[src/rtl/core/assert_macros.svh]
// ---------------------------------------------------------------------------
// Assertion macros shared by the interpolator RTL
// Two clocked implication forms, disabled while the active-low reset is asserted.
// ---------------------------------------------------------------------------
`ifndef ASSERT_MACROS_SVH
`define ASSERT_MACROS_SVH

// Same-cycle implication
`define BIP_ASSERT_SAME(label, clk, rst_n, ante, cons, msg) \
    label: assert property (@(posedge clk) disable iff (!rst_n) (ante) |-> (cons)) \
        else $error(msg);

// Next-cycle implication
`define BIP_ASSERT_NEXT(label, clk, rst_n, ante, cons, msg) \
    label: assert property (@(posedge clk) disable iff (!rst_n) (ante) |=> (cons)) \
        else $error(msg);

`endif

[src/rtl/core/bip_pkg.sv]
// ---------------------------------------------------------------------------
// bip_pkg
// Shared types and constants of the breakpoint interpolator.
// ---------------------------------------------------------------------------
`default_nettype none

package bip_pkg;

    localparam int MAX_POINTS_DEF = 64;
    localparam int MAX_PROFILE    = 64;

    // Serial divider widths
    localparam int DIV_W = 34;
    localparam int DVS_W = 16;

    localparam logic [6:0] PC_RESET = 7'd2;

    localparam logic [1:0] ST_OK    = 2'd0;
    localparam logic [1:0] ST_CLAMP = 2'd1;
    localparam logic [1:0] ST_BAD   = 2'd2;

    typedef enum logic [1:0] {
        OPC_WRITE   = 2'd0,
        OPC_QUERY   = 2'd1,
        OPC_PROFILE = 2'd2,
        OPC_RSVD    = 2'd3
    } t_opcode;

    typedef enum logic [4:0] {
        DP_NONE,
        DP_LOAD,
        DP_WRITE,
        DP_POS_INIT,
        DP_RD_XMAX,
        DP_MUL,
        DP_RD_X,
        DP_CHK_X,
        DP_RD_YCL,
        DP_CAP_CL,
        DP_RD_Y0,
        DP_RD_Y1,
        DP_PMUL,
        DP_QDIV,
        DP_QTAKE,
        DP_FIRST,
        DP_POS_DIV,
        DP_POS_TAKE,
        DP_EMIT_OK,
        DP_EMIT_BAD,
        DP_EMIT_Q,
        DP_EMIT_P
    } t_dp_op;

    typedef enum logic [4:0] {
        S_IDLE,
        S_DECODE,
        S_RD_XMAX,
        S_MUL,
        S_SRD,
        S_SCHK,
        S_CL_RD,
        S_CL_CAP,
        S_Y0_RD,
        S_Y1_RD,
        S_PMUL,
        S_DIV_GO,
        S_DIV_W,
        S_SAMPLE,
        S_POS_DIV,
        S_POS_W,
        S_EMIT_OK,
        S_EMIT_BAD,
        S_EMIT_Q,
        S_EMIT_P
    } t_state;

    typedef struct packed {
        t_opcode opcode;
        logic    bad_idx;
        logic    bad_cnt;
        logic    above;
        logic    i_zero;
        logic    i_last;
        logic    div_done;
        logic    k_zero;
        logic    k_last;
        logic    out_free;
    } t_dp_sts;

endpackage

`default_nettype wire

[src/rtl/core/breakpoint_interpolator_profile.sv]
// ---------------------------------------------------------------------------
// breakpoint_interpolator_profile
// Piecewise-linear interpolator over a breakpoint table, with a profile mode.
// ---------------------------------------------------------------------------
//
//  channel   dir  handshake                   payload
//  s_*       in   s_tvalid / s_tready         tdata: index, x, y, position,
//                                             sample count; tuser: opcode
//  m_*       out  m_tvalid / m_tready         tdata: y, rising, status; tlast
//  cfg       in   i_cfg_valid / o_cfg_ready   point count, always ready
//
//  Write item: decode and memory write, plus any wait on the result register.
//  Query: the time grows with s, the breakpoints scanned; the memory read
//  per breakpoint and the serial divider set it.
//  Profile with count n: each of the n+1 samples repeats the query search, and
//  a second divider pass computes each sample position.
//  Reset is synchronous, active low; the point count returns to 2, the
//  breakpoint memories keep their contents. A stalled m_tready holds the
//  sequencer only when the next result is ready to go.
// ---------------------------------------------------------------------------
`default_nettype none
`include "assert_macros.svh"

module breakpoint_interpolator_profile #(
    parameter int MAX_POINTS = bip_pkg::MAX_POINTS_DEF
) (
    input  wire logic        i_clk,
    input  wire logic        i_rst_n,
    // tdata: point_index[5:0], point_x[21:6], point_y[37:22],
    //        position[53:38], sample_count[60:54], zero [63:61]
    input  wire logic [63:0] s_tdata,
    // tuser: opcode[1:0]
    input  wire logic [1:0]  s_tuser,
    input  wire logic        s_tvalid,
    output logic             s_tready,
    // tdata: y_result[15:0], rising[16], status[18:17], zero [23:19]
    output logic [23:0]      m_tdata,
    output logic             m_tlast,
    output logic             m_tvalid,
    input  wire logic        m_tready,
    input  wire logic        i_cfg_valid,
    output logic             o_cfg_ready,
    input  wire logic [6:0]  i_cfg_data
);

    bip_pkg::t_dp_op  op;
    bip_pkg::t_dp_sts sts;

    // Point count takes a write on any cycle
    assign o_cfg_ready = 1'b1;

    bip_ctrl u_ctrl (
        .i_clk      (i_clk),
        .i_rst_n    (i_rst_n),
        .i_in_valid (s_tvalid),
        .o_in_ready (s_tready),
        .i_sts      (sts),
        .o_op       (op)
    );

    bip_dp #(
        .MAX_POINTS (MAX_POINTS)
    ) u_dp (
        .i_clk       (i_clk),
        .i_rst_n     (i_rst_n),
        .i_op        (op),
        .o_sts       (sts),
        .i_in_data   (s_tdata),
        .i_in_user   (s_tuser),
        .i_cfg_valid (i_cfg_valid),
        .i_cfg_data  (i_cfg_data),
        .o_out_valid (m_tvalid),
        .i_out_ready (m_tready),
        .o_out_data  (m_tdata),
        .o_out_last  (m_tlast)
    );

    // An accepted item keeps the sequencer busy on the next cycle
    `BIP_ASSERT_NEXT(a_busy_after_take, i_clk, i_rst_n, s_tvalid && s_tready, !s_tready, "item taken while busy")
    // Profile bits never come with the error status
    `BIP_ASSERT_SAME(a_rise_not_bad, i_clk, i_rst_n, m_tvalid && m_tdata[16], m_tdata[18:17] != bip_pkg::ST_BAD, "rising bit on error")
    // A nonzero value only comes from a query, which is always last
    `BIP_ASSERT_SAME(a_value_last, i_clk, i_rst_n, m_tvalid && (m_tdata[15:0] != 16'h0000), m_tlast, "value without last")

endmodule

`default_nettype wire

[src/rtl/core/bip_div.sv]
// ---------------------------------------------------------------------------
// bip_div
// Restoring unsigned divider, one quotient bit per cycle.
// ---------------------------------------------------------------------------
`default_nettype none

module bip_div (
    input  wire logic                       i_clk,
    input  wire logic                       i_rst_n,
    input  wire logic                       i_start,
    input  wire logic [bip_pkg::DIV_W-1:0]  i_dividend,
    input  wire logic [bip_pkg::DVS_W-1:0]  i_divisor,
    output logic                            o_done,
    output logic [bip_pkg::DIV_W-1:0]       o_quo,
    output logic [bip_pkg::DVS_W-1:0]       o_rem
);

    localparam int CNT_W = $clog2(bip_pkg::DIV_W + 1);

    logic [bip_pkg::DIV_W-1:0] r_quo, n_quo;
    logic [bip_pkg::DVS_W-1:0] r_rem, n_rem, r_dvs;
    logic [CNT_W-1:0]          r_cnt;
    logic                      r_busy, r_done;
    logic [bip_pkg::DVS_W:0]   trial, diff;
    logic                      ge;

    always_comb begin
        trial = {r_rem, r_quo[bip_pkg::DIV_W-1]};
        diff  = trial - {1'b0, r_dvs};
        ge    = (trial >= {1'b0, r_dvs});
        n_rem = ge ? diff[bip_pkg::DVS_W-1:0] : trial[bip_pkg::DVS_W-1:0];
        n_quo = {r_quo[bip_pkg::DIV_W-2:0], ge};
    end

    always_ff @(posedge i_clk) begin
        if (!i_rst_n) begin
            r_busy <= 1'b0;
            r_done <= 1'b0;
            r_cnt  <= '0;
        end else begin
            r_done <= 1'b0;
            if (i_start) begin
                r_busy <= 1'b1;
                r_cnt  <= CNT_W'(bip_pkg::DIV_W);
            end else if (r_busy) begin
                r_cnt <= r_cnt - 1'b1;
                if (r_cnt == CNT_W'(1)) begin
                    r_busy <= 1'b0;
                    r_done <= 1'b1;
                end
            end
        end
    end

    always_ff @(posedge i_clk) begin
        if (i_start) begin
            r_quo <= i_dividend;
            r_rem <= '0;
            r_dvs <= i_divisor;
        end else if (r_busy) begin
            r_quo <= n_quo;
            r_rem <= n_rem;
        end
    end

    assign o_done = r_done;
    assign o_quo  = r_quo;
    assign o_rem  = r_rem;

endmodule

`default_nettype wire

[src/rtl/core/bip_ctrl.sv]
// ---------------------------------------------------------------------------
// bip_ctrl
// Sequencer: steps the datapath through write, query and profile items.
// ---------------------------------------------------------------------------
`default_nettype none

module bip_ctrl (
    input  wire logic             i_clk,
    input  wire logic             i_rst_n,
    input  wire logic             i_in_valid,
    output logic                  o_in_ready,
    input  wire bip_pkg::t_dp_sts i_sts,
    output bip_pkg::t_dp_op       o_op
);

    bip_pkg::t_state r_state, n_state;

    always_ff @(posedge i_clk) begin
        if (!i_rst_n) begin
            r_state <= bip_pkg::S_IDLE;
        end else begin
            r_state <= n_state;
        end
    end

    always_comb begin
        n_state    = r_state;
        o_op       = bip_pkg::DP_NONE;
        o_in_ready = 1'b0;
        case (r_state)
            bip_pkg::S_IDLE: begin
                o_in_ready = 1'b1;
                if (i_in_valid) begin
                    o_op    = bip_pkg::DP_LOAD;
                    n_state = bip_pkg::S_DECODE;
                end
            end
            bip_pkg::S_DECODE: begin
                case (i_sts.opcode)
                    bip_pkg::OPC_WRITE: begin
                        if (i_sts.bad_idx) begin
                            n_state = bip_pkg::S_EMIT_BAD;
                        end else begin
                            o_op    = bip_pkg::DP_WRITE;
                            n_state = bip_pkg::S_EMIT_OK;
                        end
                    end
                    bip_pkg::OPC_QUERY: begin
                        o_op    = bip_pkg::DP_POS_INIT;
                        n_state = bip_pkg::S_RD_XMAX;
                    end
                    bip_pkg::OPC_PROFILE: begin
                        if (i_sts.bad_cnt) begin
                            n_state = bip_pkg::S_EMIT_BAD;
                        end else begin
                            o_op    = bip_pkg::DP_POS_INIT;
                            n_state = bip_pkg::S_RD_XMAX;
                        end
                    end
                    default: n_state = bip_pkg::S_EMIT_BAD;
                endcase
            end
            bip_pkg::S_RD_XMAX: begin
                o_op    = bip_pkg::DP_RD_XMAX;
                n_state = bip_pkg::S_MUL;
            end
            bip_pkg::S_MUL: begin
                o_op    = bip_pkg::DP_MUL;
                n_state = bip_pkg::S_SRD;
            end
            bip_pkg::S_SRD: begin
                o_op    = bip_pkg::DP_RD_X;
                n_state = bip_pkg::S_SCHK;
            end
            bip_pkg::S_SCHK: begin
                o_op = bip_pkg::DP_CHK_X;
                if (i_sts.above) begin
                    n_state = i_sts.i_zero ? bip_pkg::S_CL_RD : bip_pkg::S_Y0_RD;
                end else begin
                    n_state = i_sts.i_last ? bip_pkg::S_CL_RD : bip_pkg::S_SRD;
                end
            end
            bip_pkg::S_CL_RD: begin
                o_op    = bip_pkg::DP_RD_YCL;
                n_state = bip_pkg::S_CL_CAP;
            end
            bip_pkg::S_CL_CAP: begin
                o_op    = bip_pkg::DP_CAP_CL;
                n_state = bip_pkg::S_SAMPLE;
            end
            bip_pkg::S_Y0_RD: begin
                o_op    = bip_pkg::DP_RD_Y0;
                n_state = bip_pkg::S_Y1_RD;
            end
            bip_pkg::S_Y1_RD: begin
                o_op    = bip_pkg::DP_RD_Y1;
                n_state = bip_pkg::S_PMUL;
            end
            bip_pkg::S_PMUL: begin
                o_op    = bip_pkg::DP_PMUL;
                n_state = bip_pkg::S_DIV_GO;
            end
            bip_pkg::S_DIV_GO: begin
                o_op    = bip_pkg::DP_QDIV;
                n_state = bip_pkg::S_DIV_W;
            end
            bip_pkg::S_DIV_W: begin
                if (i_sts.div_done) begin
                    o_op    = bip_pkg::DP_QTAKE;
                    n_state = bip_pkg::S_SAMPLE;
                end
            end
            bip_pkg::S_SAMPLE: begin
                if (i_sts.opcode == bip_pkg::OPC_QUERY) begin
                    n_state = bip_pkg::S_EMIT_Q;
                end else if (i_sts.k_zero) begin
                    o_op    = bip_pkg::DP_FIRST;
                    n_state = bip_pkg::S_POS_DIV;
                end else begin
                    n_state = bip_pkg::S_EMIT_P;
                end
            end
            bip_pkg::S_POS_DIV: begin
                o_op    = bip_pkg::DP_POS_DIV;
                n_state = bip_pkg::S_POS_W;
            end
            bip_pkg::S_POS_W: begin
                if (i_sts.div_done) begin
                    o_op    = bip_pkg::DP_POS_TAKE;
                    n_state = bip_pkg::S_RD_XMAX;
                end
            end
            bip_pkg::S_EMIT_OK: begin
                if (i_sts.out_free) begin
                    o_op    = bip_pkg::DP_EMIT_OK;
                    n_state = bip_pkg::S_IDLE;
                end
            end
            bip_pkg::S_EMIT_BAD: begin
                if (i_sts.out_free) begin
                    o_op    = bip_pkg::DP_EMIT_BAD;
                    n_state = bip_pkg::S_IDLE;
                end
            end
            bip_pkg::S_EMIT_Q: begin
                if (i_sts.out_free) begin
                    o_op    = bip_pkg::DP_EMIT_Q;
                    n_state = bip_pkg::S_IDLE;
                end
            end
            bip_pkg::S_EMIT_P: begin
                if (i_sts.out_free) begin
                    o_op    = bip_pkg::DP_EMIT_P;
                    n_state = i_sts.k_last ? bip_pkg::S_IDLE : bip_pkg::S_POS_DIV;
                end
            end
            default: n_state = bip_pkg::S_IDLE;
        endcase
    end

endmodule

`default_nettype wire

[src/rtl/core/bip_dp.sv]
// ---------------------------------------------------------------------------
// bip_dp
// Datapath: breakpoint memories, search, multiply, divide and result register.
// ---------------------------------------------------------------------------
`default_nettype none

module bip_dp #(
    parameter int MAX_POINTS = bip_pkg::MAX_POINTS_DEF
) (
    input  wire logic             i_clk,
    input  wire logic             i_rst_n,
    input  wire bip_pkg::t_dp_op  i_op,
    output bip_pkg::t_dp_sts      o_sts,
    input  wire logic [63:0]      i_in_data,
    input  wire logic [1:0]       i_in_user,
    input  wire logic             i_cfg_valid,
    input  wire logic [6:0]       i_cfg_data,
    output logic                  o_out_valid,
    input  wire logic             i_out_ready,
    output logic [23:0]           o_out_data,
    output logic                  o_out_last
);

    localparam int AW = (MAX_POINTS > 1) ? $clog2(MAX_POINTS) : 1;
    localparam int CW = $clog2(MAX_POINTS + 1);

    logic [15:0] x_mem [MAX_POINTS];
    logic [15:0] y_mem [MAX_POINTS];

    logic [6:0]        r_point_count;
    bip_pkg::t_opcode  r_opcode;
    logic [5:0]        r_idx;
    logic [15:0]       r_px, r_py, r_qpos, r_pos;
    logic [6:0]        r_n, r_k;
    logic [15:0]       r_x_rd, r_y_rd, r_x0, r_x1;
    logic signed [15:0] r_y0, r_cur, r_prev;
    logic              r_cl, r_prev_cl, r_neg;
    logic [31:0]       r_scaled;
    logic [CW-1:0]     r_i;
    logic signed [49:0] r_prod;

    logic              r_out_valid, r_out_rise, r_out_last;
    logic [15:0]       r_out_y;
    logic [1:0]        r_out_st;

    logic [CW-1:0]     cnt;
    logic [AW-1:0]     x_addr, y_addr;
    logic signed [16:0] dy;
    logic signed [32:0] num;
    logic signed [49:0] prod;
    logic signed [33:0] shq;
    logic [33:0]       mag, qadj, qsig;
    logic [7:0]        n_plus;
    logic              div_start, div_done;
    logic [bip_pkg::DIV_W-1:0] div_dvd, div_quo;
    logic [bip_pkg::DVS_W-1:0] div_dvs, div_rem;
    logic              out_free;

    // Clamp the active point count into [2, MAX_POINTS]
    always_comb begin
        if (r_point_count < 7'd2) begin
            cnt = CW'(2);
        end else if (32'(r_point_count) > MAX_POINTS) begin
            cnt = CW'(MAX_POINTS);
        end else begin
            cnt = CW'(r_point_count);
        end
    end

    always_comb begin
        case (i_op)
            bip_pkg::DP_RD_XMAX: x_addr = AW'(cnt - 1'b1);
            default:             x_addr = AW'(r_i);
        endcase
        case (i_op)
            bip_pkg::DP_RD_YCL: y_addr = (r_i == '0) ? '0 : AW'(cnt - 1'b1);
            bip_pkg::DP_RD_Y0:  y_addr = AW'(r_i - 1'b1);
            default:            y_addr = AW'(r_i);
        endcase
    end

    always_ff @(posedge i_clk) begin
        if (i_op == bip_pkg::DP_WRITE) begin
            x_mem[AW'(r_idx)] <= r_px;
            y_mem[AW'(r_idx)] <= r_py;
        end
        r_x_rd <= x_mem[x_addr];
        r_y_rd <= y_mem[y_addr];
    end

    // Interpolation arithmetic
    always_comb begin
        dy   = $signed({r_y_rd[15], r_y_rd}) - $signed({r_y0[15], r_y0});
        num  = $signed({1'b0, r_scaled - {r_x0, 16'h0000}});
        prod = dy * num;
        shq  = r_prod[49:16];
        mag  = shq[33] ? 34'(-shq) : 34'(shq);
        qadj = div_quo + {33'b0, (div_rem != '0)};
        qsig = r_neg ? 34'(-qadj) : div_quo;
        n_plus = {1'b0, r_n} + 8'd1;
    end

    assign div_start = (i_op == bip_pkg::DP_QDIV) || (i_op == bip_pkg::DP_POS_DIV);
    assign div_dvd   = (i_op == bip_pkg::DP_QDIV) ? mag : {11'b0, r_k, 16'h0000};
    assign div_dvs   = (i_op == bip_pkg::DP_QDIV) ? (r_x1 - r_x0) : {8'b0, n_plus};

    bip_div u_div (
        .i_clk      (i_clk),
        .i_rst_n    (i_rst_n),
        .i_start    (div_start),
        .i_dividend (div_dvd),
        .i_divisor  (div_dvs),
        .o_done     (div_done),
        .o_quo      (div_quo),
        .o_rem      (div_rem)
    );

    always_ff @(posedge i_clk) begin
        if (!i_rst_n) begin
            r_point_count <= bip_pkg::PC_RESET;
        end else if (i_cfg_valid) begin
            r_point_count <= i_cfg_data;
        end
    end

    always_ff @(posedge i_clk) begin
        case (i_op)
            bip_pkg::DP_LOAD: begin
                r_opcode <= bip_pkg::t_opcode'(i_in_user);
                r_idx    <= i_in_data[5:0];
                r_px     <= i_in_data[21:6];
                r_py     <= i_in_data[37:22];
                r_qpos   <= i_in_data[53:38];
                r_n      <= i_in_data[60:54];
            end
            bip_pkg::DP_POS_INIT: begin
                r_pos <= (r_opcode == bip_pkg::OPC_QUERY) ? r_qpos : 16'h0000;
                r_k   <= '0;
            end
            bip_pkg::DP_MUL: begin
                r_scaled <= r_pos * r_x_rd;
                r_i      <= '0;
            end
            bip_pkg::DP_CHK_X: begin
                if ({r_x_rd, 16'h0000} > r_scaled) begin
                    r_x1 <= r_x_rd;
                end else begin
                    r_x0 <= r_x_rd;
                    r_i  <= r_i + 1'b1;
                end
            end
            bip_pkg::DP_CAP_CL: begin
                r_cur <= r_y_rd;
                r_cl  <= 1'b1;
            end
            bip_pkg::DP_RD_Y1: r_y0 <= r_y_rd;
            bip_pkg::DP_PMUL: begin
                r_prod <= prod;
                r_neg  <= prod[49];
            end
            bip_pkg::DP_QTAKE: begin
                r_cur <= r_y0 + $signed(qsig[15:0]);
                r_cl  <= 1'b0;
            end
            bip_pkg::DP_FIRST: begin
                r_prev    <= r_cur;
                r_prev_cl <= r_cl;
                r_k       <= 7'd1;
            end
            bip_pkg::DP_POS_TAKE: r_pos <= div_quo[15:0];
            bip_pkg::DP_EMIT_P: begin
                r_prev    <= r_cur;
                r_prev_cl <= r_cl;
                r_k       <= r_k + 1'b1;
            end
            default: ;
        endcase
    end

    // Result register: load a new item while the old one drains
    assign out_free = !r_out_valid || i_out_ready;

    always_ff @(posedge i_clk) begin
        if (!i_rst_n) begin
            r_out_valid <= 1'b0;
        end else begin
            case (i_op)
                bip_pkg::DP_EMIT_OK, bip_pkg::DP_EMIT_BAD,
                bip_pkg::DP_EMIT_Q, bip_pkg::DP_EMIT_P: r_out_valid <= 1'b1;
                default: if (i_out_ready) r_out_valid <= 1'b0;
            endcase
        end
    end

    always_ff @(posedge i_clk) begin
        case (i_op)
            bip_pkg::DP_EMIT_OK, bip_pkg::DP_EMIT_BAD: begin
                r_out_y    <= '0;
                r_out_rise <= 1'b0;
                r_out_st   <= (i_op == bip_pkg::DP_EMIT_OK) ? bip_pkg::ST_OK : bip_pkg::ST_BAD;
                r_out_last <= 1'b1;
            end
            bip_pkg::DP_EMIT_Q: begin
                r_out_y    <= r_cur;
                r_out_rise <= 1'b0;
                r_out_st   <= r_cl ? bip_pkg::ST_CLAMP : bip_pkg::ST_OK;
                r_out_last <= 1'b1;
            end
            bip_pkg::DP_EMIT_P: begin
                r_out_y    <= '0;
                r_out_rise <= (r_cur > r_prev);
                r_out_st   <= (r_cl || r_prev_cl) ? bip_pkg::ST_CLAMP : bip_pkg::ST_OK;
                r_out_last <= (r_k == r_n);
            end
            default: ;
        endcase
    end

    assign o_out_valid = r_out_valid;
    assign o_out_data  = {5'b0, r_out_st, r_out_rise, r_out_y};
    assign o_out_last  = r_out_last;

    always_comb begin
        o_sts.opcode   = r_opcode;
        o_sts.bad_idx  = (32'(r_idx) >= MAX_POINTS);
        o_sts.bad_cnt  = (r_n == '0) || (32'(r_n) > bip_pkg::MAX_PROFILE);
        o_sts.above    = ({r_x_rd, 16'h0000} > r_scaled);
        o_sts.i_zero   = (r_i == '0);
        o_sts.i_last   = (r_i == cnt - 1'b1);
        o_sts.div_done = div_done;
        o_sts.k_zero   = (r_k == '0);
        o_sts.k_last   = (r_k == r_n);
        o_sts.out_free = out_free;
    end

endmodule

`default_nettype wire
[config.mk]
export PLATFORM = sky130hd
export DESIGN_NAME = breakpoint_interpolator_profile
export DESIGN_NICKNAME = d
export VERILOG_FILES = /design/src/rtl/core/bip_pkg.sv /design/src/rtl/core/breakpoint_interpolator_profile.sv /design/src/rtl/core/bip_div.sv /design/src/rtl/core/bip_ctrl.sv /design/src/rtl/core/bip_dp.sv
export VERILOG_INCLUDE_DIRS = /design/src /design/src/rtl/core
export SDC_FILE = /design/constraint.sdc
export NUM_CORES = 2
export LEC_CHECK = 0
export CAP_MARGIN = 25
export CORE_MARGIN = 4
export CORE_UTILIZATION = 39
export CTS_CLUSTER_DIAMETER = 200
export DETAILED_ROUTE_END_ITERATION = 16
export DONT_BUFFER_PORTS = 1
export PLACE_DENSITY = 0.53
export SLEW_MARGIN = 0
export SYNTH_ARGS = -nofsm -noshare
export SYNTH_HDL_FRONTEND = slang
export SYNTH_SLANG_ARGS = --single-unit
[constraint.sdc]
create_clock -name i_clk -period 9.4 [get_ports i_clk]
set_input_delay 1.88 -clock i_clk [delete_from_list [all_inputs] [get_ports i_clk]]
set_output_delay 1.88 -clock i_clk [all_outputs]
set_load 0.02 [all_outputs]
==> results.toml <==
[run_status]
status = "finished, final reports clean"

[flow_run]
max-cap-violations = 0

[drt]
finalWirelength_um = 344000
dr.first_iter.drc_count = 6549
drc = 0
final_antenna_net_count = 0
routedWlPerCell_um = 24.6
via_per_inst = 5.41
drtPass1Iterations = 5
vias = 75576

[global_routing]
grt_pass1_vias = 77150
grt_pass1_wl_um = 509000
grtUsageTotal_pct = 20.5
grt_remaining_overflow = 0
grt_antenna_before_repair = 16
grt_max_degree = 133

[synthesis]
yosys_warnings = 0
synth-seq-cells = 2428
synthFlopType = "edfxtp_1"
yosysSeqAreaShare_pct = 57.8
avgSynthCellArea_um2 = 13.1
synth_cells = 9525
ys_types = 76
async_flop_share_pct = 0
synth_edf_count = 2359
synth_area_um2 = 125000

[placement]
place_inst = 13451
portBuffers = 0
placed_cell_area_um2 = 131000
place_congestion = 0.877
hpwl_um = 211000

[timing]
post-route-period-util_pct = 95.0
fin_setup_tns_ps = 0
tightest_slew_ps = 1150
clock_skew_ps = 98.4
rsz0062_at_grt = "false"
whs_ps = 452
timing.fmax_mhz = 112
maxSlewHeadroom_pct = 22.6
final_hold_viol_count = 0
fin_crit_ps = 8930
setup-violations-final = 0
drv_slew = 0

[floorplanning]
num_rows = 207
core_um2 = 318000
die_x_um = 574
dieArea_um2 = 329000
die_h_um = 574
io_pins = 106
start_util_pct = 39.2

[final_layout]
final_common_cell = "edfxtp_1"
most-common-layout-cells = "2,359 x edfxtp_1, 1,671 x nand2_1, 892 x inv_1"
n_fill_cell = 28527
layout-drive-gt1-share_pct = 10.5
seq_area_um2 = 72200
synthToLayoutAreaGrowth_pct = 12.1
fin_nets = 10670
fin_cells = 13967
multi_input_area_um2 = 48000
final_area_um2 = 140000

[clock_tree]
cts_tree = "built"
clock_sinks = 2428
clkLatencyLatePin_ps = 930
cts_buffer_depth = 4
h-tree-depth = 5
numCtsBuffers = 276
root_buffer = "clkbuf_16"
postCtsHoldBufs = 0
cts.clk_slew.worst_paths_ps = 70

[setup_path]
critPathCaptureType = "flop"
r2r_end = "u_dp.r_prod[49]"
critical_path_class = "reg2reg"
path_max_fanout = 11
slowest_stage = "xnor2_2"
cp_data_required_time_ps = 9990
slowest_delay_ps = 770
cp_top_family = "adder cells"
cpMostUsedCell = "fa_1"
ff2ff_path_depth = 27
path_depth = 27
cp.arrival_ps = 9530
r2r_slack_ps = 470
regToRegStartpoint = "u_dp.r_y0[0]"
critPathBufInv = 2
cp-start-kind = "flop"

[worst_hold_path]
min_path_cells = 0
worstHoldPathType = "reg2reg"
holdCritStartpoint = "u_dp.r_cl"
min_to = "u_dp.r_prev_cl"
kinds of logic after synthesis:
kind of cell	count (synthesis)	synth area share, %
AO/OA/AOI/OAI	977	5.36
AND/OR/NAND/NOR	3111	11.3
flip-flops	2428	57.8
XOR/XNOR	212	1.49
multiplexers	350	5.38
adder cells (fa/ha/maj)	1039	14.3
other	2	0.00601
buffers and inverters	1406	4.39
flip-flops by register name, summed over array words and instances (netlist names), 7 cells and up:
register            count
u_dp.r_y_rd            16
u_dp.r_x_rd            16
u_dp.r_qpos            16
u_dp.r_py              16
u_dp.r_k                7
u_dp.r_x0              16
u_dp.r_prev            16
u_dp.y_mem           1024
u_dp.r_out_y           16
u_dp.r_cur             16
u_dp.r_i                7
u_dp.u_div.o_rem       16
u_dp.r_prod            34
u_dp.r_y0              16
u_dp.x_mem           1024
u_dp.u_div.r_dvs       16
u_dp.r_pos             16
u_dp.r_n                7
u_dp.r_px              16
u_dp.r_scaled          32
u_dp.r_point_count      7
u_dp.r_x1              16
u_dp.u_div.o_quo       34
synthesized netlist by cell type (23+ instances only):
master,instances,area (µm²)
nor2_1,278,1040
buf_1,33,124
o21ai_0,143,716
nor3_1,41,205
fa_1,647,13000
a21oi_1,200,1000
nand2b_1,48,300
mux4_2,256,5770
clkbuf_1,348,1310
nand3_1,461,2310
and3_1,120,751
a211oi_1,168,1260
nor2b_1,152,951
or3_1,30,188
inv_1,892,3350
a21o_1,63,473
mux2i_1,89,891
ha_1,392,4900
edfxtp_1,2359,70800
nand2_1,1671,6270
xnor2_1,127,1110
o21a_1,27,203
nor4_1,25,156
a31oi_1,81,507
dfxtp_1,69,1380
buf_2,114,571
nand4_1,23,144
a311oi_1,164,1440
and2_1,207,1290
xor2_1,85,744
layout make-up:
cell class	instances	area share, %
flip-flops and latches	2428	51.6
repair buffers	259	1.64
inverters	893	2.39
clock buffers	332	5.11
diodes	18	0.0322
multi-input cells	5695	34.3
clock inverters	162	1.22
well taps	4180	3.74
worst max path at each step:
| stage | start | to | slack, ps |
|---|---|---|---|
| floorplan | u_dp.r_y0[1] | u_dp.r_prod[49] | 890 |
| global placement | u_dp.r_y0[1] | u_dp.r_prod[44] | -70 |
| detailed placement | u_dp.r_y0[1] | u_dp.r_prod[44] | -80 |
| CTS | u_dp.r_y0[1] | u_dp.r_prod[44] | 170 |
| global route | u_dp.r_y0[0] | u_dp.r_prod[49] | 10 |
| finish | u_dp.r_y0[0] | u_dp.r_prod[49] | 470 |
worst reg2reg max path, cell delays in order, from the launching register on:
cell	delay, ps
edfxtp_1	420
ha_1	260
nor2b_1	120
o21ai_0	110
a21boi_1	280
o211ai_1	140
a21oi_1	330
a2111oi_1	150
xnor2_2	770
buf_4	370
nand2_1	110
fa_1	560
inv_1	60
fa_1	490
fa_1	600
fa_1	450
fa_1	520
fa_1	430
ha_1	360
a21o_1	220
a21o_1	180
a21oi_1	390
and3_1	270
a211oi_2	140
o21a_1	270
a2111o_1	410
a31oi_1	210
xnor2_1	90
routing by layer:
metal,GRT usage (%),vias to the layer above,wire [µm]
met4,7.34,2,12800
met1,27.7,39213,145000
met5,0,-,13
met2,34.5,2094,168000
met3,2.31,463,18100
li1,-,33804,-
timing repair:
action | CTS | global route
gates resized for setup | 1 | 5
hold endpoints to repair | 0 | 0
buffers inserted | 0 | 0
pin swaps | 0 | 1
setup endpoints to repair | 7 | 14
per-stage QoR:
| step | setup WS (ps) | utilization (%) |
|---|---|---|
| detailed placement | -81.4 | 41.1 |
| CTS | 172 | 43.9 |
| global route | 9.55 | 44.0 |
| finish | 466 | 44.0 |
| global placement | -69.1 | 41.1 |
| floorplan | 887 | - |
Power is left out: the tool's default activity adds up to more than one toggle a clock period on the data nets, which glitch-free logic cannot reach.
